<file path="src/hdl/pbrf_pkg.sv">
// ----------------------------------------------------------------------------
// pbrf_pkg
// Shared constants, codes and controller/datapath interface types of the
// polynomial bisection root finder.
// ----------------------------------------------------------------------------
`default_nettype none

package pbrf_pkg;

    localparam int MAX_COEFFS  = 64;
    localparam int COEF_AW     = $clog2(MAX_COEFFS);
    localparam int DATA_W      = 32;
    localparam int IDX_W       = 6;
    localparam int DEG_W       = 6;
    localparam int TOL_W       = 31;
    localparam int CFG_W       = 31;
    localparam int CFG_IDX_W   = 1;
    localparam int IN_TDATA_W  = 104;
    localparam int OUT_TDATA_W = 32;
    localparam int STATUS_W    = 2;

    localparam logic [TOL_W-1:0]     TOL_RESET       = 31'd7;
    localparam logic [CFG_IDX_W-1:0] REG_POLY_DEGREE = 1'd0;
    localparam logic [CFG_IDX_W-1:0] REG_TOLERANCE   = 1'd1;

    localparam logic ACT_WRITE = 1'b0;
    localparam logic ACT_SOLVE = 1'b1;

    typedef enum logic [STATUS_W-1:0] {
        ST_FOUND   = 2'd0,
        ST_INVALID = 2'd1,
        ST_WRITTEN = 2'd2
    } res_status_t;

    typedef struct packed {
        logic        take_in;
        logic        coef_wr;
        logic        rd_first;
        logic        ld_first;
        logic        mul;
        logic        acc;
        logic        save_fa;
        logic        set_mid;
        logic        side;
        logic        out_load;
        res_status_t out_status;
    } pbrf_cmd_t;

    typedef struct packed {
        logic last;
        logic deg_zero;
        logic p_zero;
        logic invalid;
        logic stop;
    } pbrf_stat_t;

endpackage

`default_nettype wire

</file>
<file path="src/hdl/pbrf_ctrl.sv">
// ----------------------------------------------------------------------------
// pbrf_ctrl
// Controller: sequences coefficient writes, Horner passes and bisection
// halvings, and owns the request handshakes.
// ----------------------------------------------------------------------------
`default_nettype none

module pbrf_ctrl (
    input  wire logic                 clk,
    input  wire logic                 rst_n,
    input  wire logic                 in_valid,
    output logic                      in_ready,
    input  wire logic                 in_action,
    output logic                      out_valid,
    input  wire logic                 out_ready,
    input  wire pbrf_pkg::pbrf_stat_t st,
    output pbrf_pkg::pbrf_cmd_t       cmd
);

    import pbrf_pkg::*;

    typedef enum logic [7:0] {
        S_IDLE  = 8'b0000_0001,
        S_RD0   = 8'b0000_0010,
        S_LD0   = 8'b0000_0100,
        S_MUL   = 8'b0000_1000,
        S_ACC   = 8'b0001_0000,
        S_EVEND = 8'b0010_0000,
        S_BIS   = 8'b0100_0000,
        S_POST  = 8'b1000_0000
    } state_t;

    typedef enum logic [1:0] {
        PH_A = 2'd0,
        PH_B = 2'd1,
        PH_C = 2'd2
    } phase_t;

    state_t      state_reg, state_next;
    phase_t      phase_reg, phase_next;
    res_status_t res_reg, res_next;
    logic        out_valid_reg, out_valid_next;
    logic        accept;

    assign in_ready  = (state_reg == S_IDLE);
    assign accept    = in_valid && in_ready;
    assign out_valid = out_valid_reg;

    always_comb
    begin
        state_next     = state_reg;
        phase_next     = phase_reg;
        res_next       = res_reg;
        cmd            = '0;
        cmd.out_status = res_reg;
        out_valid_next = out_valid_reg && !out_ready;
        case (state_reg)
            S_IDLE:
            begin
                if (accept)
                begin
                    if (in_action == ACT_WRITE)
                    begin
                        cmd.coef_wr = 1'b1;
                        res_next    = ST_WRITTEN;
                        state_next  = S_POST;
                    end
                    else
                    begin
                        cmd.take_in = 1'b1;
                        phase_next  = PH_A;
                        state_next  = S_RD0;
                    end
                end
            end
            S_RD0:
            begin
                cmd.rd_first = 1'b1;
                state_next   = S_LD0;
            end
            S_LD0:
            begin
                cmd.ld_first = 1'b1;
                state_next   = st.deg_zero ? S_EVEND : S_MUL;
            end
            S_MUL:
            begin
                cmd.mul    = 1'b1;
                state_next = S_ACC;
            end
            S_ACC:
            begin
                cmd.acc    = 1'b1;
                state_next = st.last ? S_EVEND : S_MUL;
            end
            S_EVEND:
            begin
                case (phase_reg)
                    PH_A:
                    begin
                        cmd.save_fa = 1'b1;
                        phase_next  = PH_B;
                        state_next  = S_RD0;
                    end
                    PH_B:
                    begin
                        if (st.invalid)
                        begin
                            res_next   = ST_INVALID;
                            state_next = S_POST;
                        end
                        else
                        begin
                            cmd.set_mid = 1'b1;
                            phase_next  = PH_C;
                            state_next  = S_BIS;
                        end
                    end
                    PH_C:
                    begin
                        if (st.p_zero)
                        begin
                            res_next   = ST_FOUND;
                            state_next = S_POST;
                        end
                        else
                        begin
                            cmd.side   = 1'b1;
                            state_next = S_BIS;
                        end
                    end
                    default:
                    begin
                        state_next = S_IDLE;
                    end
                endcase
            end
            S_BIS:
            begin
                if (st.stop)
                begin
                    res_next   = ST_FOUND;
                    state_next = S_POST;
                end
                else
                begin
                    cmd.set_mid = 1'b1;
                    state_next  = S_RD0;
                end
            end
            S_POST:
            begin
                if (!out_valid_reg || out_ready)
                begin
                    cmd.out_load   = 1'b1;
                    out_valid_next = 1'b1;
                    state_next     = S_IDLE;
                end
            end
            default:
            begin
                state_next = S_IDLE;
            end
        endcase
    end

    always_ff @(posedge clk or negedge rst_n)
    begin
        if (!rst_n)
        begin
            state_reg     <= S_IDLE;
            phase_reg     <= PH_A;
            res_reg       <= ST_FOUND;
            out_valid_reg <= 1'b0;
        end
        else
        begin
            state_reg     <= state_next;
            phase_reg     <= phase_next;
            res_reg       <= res_next;
            out_valid_reg <= out_valid_next;
        end
    end

endmodule

`default_nettype wire

</file>
<file path="config.mk">
export PLATFORM = sky130hd
export DESIGN_NAME = pbrf_ctrl
export DESIGN_NICKNAME = d
export VERILOG_FILES = /design/src/hdl/pbrf_pkg.sv /design/src/hdl/pbrf_ctrl.sv
export SDC_FILE = /design/constraint.sdc
export NUM_CORES = 1
export LEC_CHECK = 0
export BUFFER_PORTS_ARGS = -buffer_cell sky130_fd_sc_hd__buf_2
export CAP_MARGIN = 20
export CORE_ASPECT_RATIO = 0.6
export CORE_MARGIN = 1.5
export CORE_UTILIZATION = 30
export DETAILED_ROUTE_END_ITERATION = 12
export GPL_TIMING_DRIVEN = 0
export RECOVER_POWER = 50
export SYNTH_ARGS = -nofsm -noshare
export SYNTH_HDL_FRONTEND = slang
export SYNTH_SLANG_ARGS = --single-unit
</file>
<file path="constraint.sdc">
create_clock -name clk -period 1.7 [get_ports clk]
set_input_delay 0 -clock clk [delete_from_list [all_inputs] [get_ports clk]]
set_output_delay 0 -clock clk [all_outputs]
set_load 0.01 [all_outputs]
</file>
; ---- After elaboration in Yosys (flattened, before gate mapping)
; Index checks and enable logic that the tools add are counted.
[op_classes]
n_eq_ne = 20
muxes = 43
reduce_logical = 11
[ops]
columns = cell, count
row1 = one-hot mux 8 bit (8 select lines), 1
row2 = two-way mux 8 bit, 6
row3 = one-hot mux 8 bit (3 select lines), 1
row4 = two-way mux 2 bit, 10
row5 = two-way mux 1 bit, 18
row6 = two-way mux 6 bit, 2
row7 = one-hot mux 2 bit (2 select lines), 3
row8 = "inequality test 3 bit, second input constant", 3
row9 = "== test 8 x 1 -> 1 bit, second input constant", 1
row10 = "== test 8 x 2 -> 1 bit, second input constant", 1
row11 = "== test 8 x 3 -> 1 bit, second input constant", 1
row12 = "== test 8 x 4 -> 1 bit, second input constant", 1
row13 = "== test 8 x 5 -> 1 bit, second input constant", 1
row14 = "== test 8 x 6 -> 1 bit, second input constant", 1
row15 = "== test 8 x 7 -> 1 bit, second input constant", 1
row16 = "== test 8 bit, second input constant", 1
row17 = AND reduction 7 bit, 1
row18 = "inequality test 2 bit, second input constant", 3
row19 = "inequality test 3 x 1 -> 1 bit, second input constant", 2
row20 = one-hot mux 2 bit (3 select lines), 1
row21 = AND reduction 5 bit, 1
row22 = "inequality test 2 x 1 -> 1 bit, second input constant", 2
row23 = nonzero test 3 bit, 1
row24 = "== test 2 x 1 -> 1 bit, second input constant", 1
row25 = 8 further kinds, 10
[totals]
ff_bits = 13
out_inout_bits = 14
wordCells = 78

; ---- Logic depth before layout (Yosys ltp)
[depth]
depth_word = 4
depth_mapped = 6

; ---- Worst setup path before layout
; No wires, ideal clock.
[synth_timing]
kind = reg-to-reg
from = register state_reg[7]
to = register res_reg[1]
setup_ns = 0.122
arrival_ns = 1.576
t_required_ns = 1.578
slack_ns = 0.003
path_stages_with_launch = 6
n_path_buf = 0
synth_period_minus_slack_ns = 1.697
cell_sequence = dfrtp_1 > nor4_2 > nand4b_1 > o21ai_1 > nor3_1 > a2bb2oi_2
[synth_between]
elab_chain_len = 4
[synth_rtl]
columns = element, line
row1 = start: declaration, pbrf_ctrl.sv:39  ; state_t state_reg, state_next;
row2 = start signal: assignment, pbrf_ctrl.sv:178  ; state_reg <= state_next;
row3 = == test 8 x 1 -> 1 bit, "pbrf_ctrl.sv:45, pbrf_ctrl.sv:57"
row4 = logical AND 1 bit, pbrf_ctrl.sv:46  ; assign accept = in_valid && in_ready;
row5 = inequality test 2 x 1 -> 1 bit (no line), n/a
row6 = AND reduction 7 bit (no line), n/a
row7 = end signal: assignment, pbrf_ctrl.sv:180  ; res_reg <= res_next;
row8 = end: declaration, pbrf_ctrl.sv:41  ; res_status_t res_reg, res_next;
; Several ways; a longest one is shown, not always the timed one.
; A chain may end at the register's enable or synchronous reset.

==> results.md <==
- Design Area, Final: 0.00127 mm^2
- Max reg flops: 8
- Hold EP: state_reg[6]
- Max-slew headroom: 0.526
- Fill count: approximately 240
- Crit-path max FO: 4
- Critical path arrival: 1750 ps
- EDFF count, synth: 0
- Die Y: approximately 44 um
- Cells along the critical path: nor4_4 > nand4b_1 > buf_4 > o21ai_4 > buf_2
- Final worst path period share: 1.03
- Crit path kind: reg -> out
- Placed cell area: 991 um^2
- Syn Nets: 92
- Synth top area share: 0.359
- H-tree Lvls: 1
- Port Buffer Count: 23
- R2r worst-path depth: 7
- Hold WC Path Type: in -> reg
- Final Core Density: 0.492
- DR pass1 iterations: 4
- Max Cap Viol: 0
- Status: finished, violations left
- Rows: 14
- Initial core utilization: 0.325
- Global-route wire length before repair: 3540 um
- Top Family by Delay on Critical Path: simple AND/OR/NAND/NOR gates
- Sequential area share after synthesis: 0.391
- Hold path depth: 3
- Fmax: 570 MHz
- GRT Util Overall: 0.154
- Layout cells sized above 1: 0.516
- Most frequent cell after synthesis: dfrtp_1
- Initial antenna violation count: 0
- 1st-iter DRT viols: 24
- Failing checks: setup timing
- DP HPWL: approximately 1500 um
- Area leader, netlist: dfrtp_1
- DRC viols: 0
- DR WL/cell: 14.7 um
- Detailed Route WL: 2300 um
- Synthesized area: approximately 840 um^2
- Synth cell count leaders: dfrtp_1 (12), nor2_1 (10), a21oi_1 (6), and4b_1 (4), inv_1 (4)
- Final min period: between 1500 and 2000 ps
- Routed via count: 810
- Layout Area Growth over Synthesis: 51.5%
- Worst clock skew: 1.38 ps
- Synth Instances: roughly 80
- Synthesis-stage register bit count: 13
- Clk sink count: 13
- Final Max Tran Viols: 0
- Die ar.: 0.00312 mm^2
- Clock latency on the worst-skew pair: approximately 240 ps
- CTS clock-pin slew for the worst setup and hold paths: 50 ps
- CP bufs+invs: 2
- CTS buffer count: 3
- Netlist cell types: 39
- Crit. End Element: output port
- Remaining antenna violation count after routing: 0
- CTS Root Cell: clkbuf_8
- WHS: ~86 ps
- N_diodes: 0
- Final WS setup: -54.4 ps
- Vias in the first global route: approximately 720
- Reg-to-reg critical path endpoint: res_reg[0]
- Final setup vio count: 4
- P_leak: approximately 0.60 nW
- Crit-path max cell delay: 420 ps
- Top FF cell, synth: dfrtp_1
- R2R Setup Slk: -40 ps
- Setup TNS: -120 ps
- Unrepaired setup endpoints after global routing: yes
- Syn avg cell area: ~10 um^2
- Hold Crit Start: st[2]
- Pwr/cell area: between 1000 and 1500 mW/mm^2
- Synth top area cells: dfrtp_1 (36%), and4b_1 (4.8%), nor2_1 (4.5%)
- # IOs: 24
- Slowest-stage cell, CP: dfrtp_1
- Worst R2R Start: state_reg[6]
- Slew @ Worst Pin: ~700 ps
- Fin. Hold Viols: 0
- Clock Tree Buf Depth: 2
- Req. time, crit path: roughly 1700 ps
- Core Area: between 0.002 and 0.003 mm^2
- Pin count of the biggest net entering global routing: 14
- GRT overflow: 0
- CTS tree: built
- Synth async-reset ratio: 1.00
- Die W: 71.1 um
- Nets: roughly 140
- Drt via density: 5.19
- CP Launch Type: flop
- RD Place Congestion: 0.777
- Yosys warning total: 0
- VDD IR max: 0.525 mV
tightest hold or removal path: stages:
cell and delay (ps):
buf_2 80, nand2b_1 130, a21oi_1 70
worst max path at each step:
stage,depth (start not counted),start,slack [ps],endpoint
after floorplan,5,state_reg[7],3,res_reg[1]
after CTS,6,state_reg[6],-7,res_reg[0]
after global routing,6,state_reg[6],-130,res_reg[0]
after detailed placement,5,state_reg[2],-170,res_reg[0]
after global placement,5,state_reg[2],-170,res_reg[0]
final,5,state_reg[6],-50,cmd[4]
timing repair:
item | 4_1_cts | 5_1_grt
hold buffers | 4 | 0
gates resized for setup | 6 | 21
setup buffers | 6 | 5
pin swaps | 3 | 7
endpoints found under the hold margin | 15 | 0
setup endpoints to repair | 12 | 12
kinds of logic (layout without fill, tap and decap cells):
kind of cell    count (synthesis)  after routing  share of synthesized area
simple gates                   41             41                      0.358
compound gates                 19             19                      0.187
flops                          13             13                      0.391
buf+inv                         6             48                     0.0299
mux                             2              2                     0.0240
xor+xnor                        1              1                     0.0105
cells in the final DEF, fill, tap and decap left out, types with 3 or more instances in the layout:
cell type | netlist | layout
buf_2 | 1 | 21
dfrtp_1 | 12 | 9
buf_4 | 0 | 9
nor2_1 | 10 | 6
a21oi_1 | 6 | 5
and4b_1 | 4 | 4
inv_1 | 4 | 4
dlygate4sd3_1 | 0 | 4
nand2b_1 | 3 | 3
nor2_2 | 0 | 3
buf_6 | 0 | 3
clkbuf_8 | 0 | 3
clkbuf_1 | 0 | 3
dfrtp_2 | 0 | 3
metrics by stage:
| stage | setup WS, ps | total power [mW] | cells |
|---|---|---|---|
| final | -54.4 | 1.48 | 156 |
| after detailed placement | -167 | 0.945 | 137 |
| after global placement | -168 | 0.929 | 137 |
| after floorplan | 2.91 | 0.800 | 82 |
| after global routing | -134 | 1.57 | 156 |
| after CTS | -7.36 | 1.30 | 151 |
power by group:
group	leakage (nW)	switching [mW]	total (mW)	internal (mW)
sequential	0.166	0.0754	0.443	0.367
combinational	0.411	0.384	0.770	0.386
clock	0.0228	0.104	0.269	0.165
total	0.599	0.563	1.48	0.919
area by class of cell:
class / count / area, um^2 / share of cell area
repair buffers: 38 / 243 / 0.192
inverters: 5 / 21.3 / 0.0168
clock buffers: 4 / 45.0 / 0.0356
well taps: 32 / 40.0 / 0.0316
flip-flops and latches: 13 / 330 / 0.261
plain buffers: 1 / 11.3 / 0.00889
multi-input cells: 63 / 576 / 0.455
layer usage:
| metal | GRT usage | up-vias | share of wire |
|---|---|---|---|
| li1 | - | 394 | - |
| met1 | 0.216 | 396 | 0.49 |
| met2 | 0.230 | 20 | 0.46 |
| met3 | 0.0581 | 0 | 0.049 |
| met4 | 0.0226 | 0 | 0 |
| met5 | 0 | - | 0 |
Power figures use the tool's default switching activity.
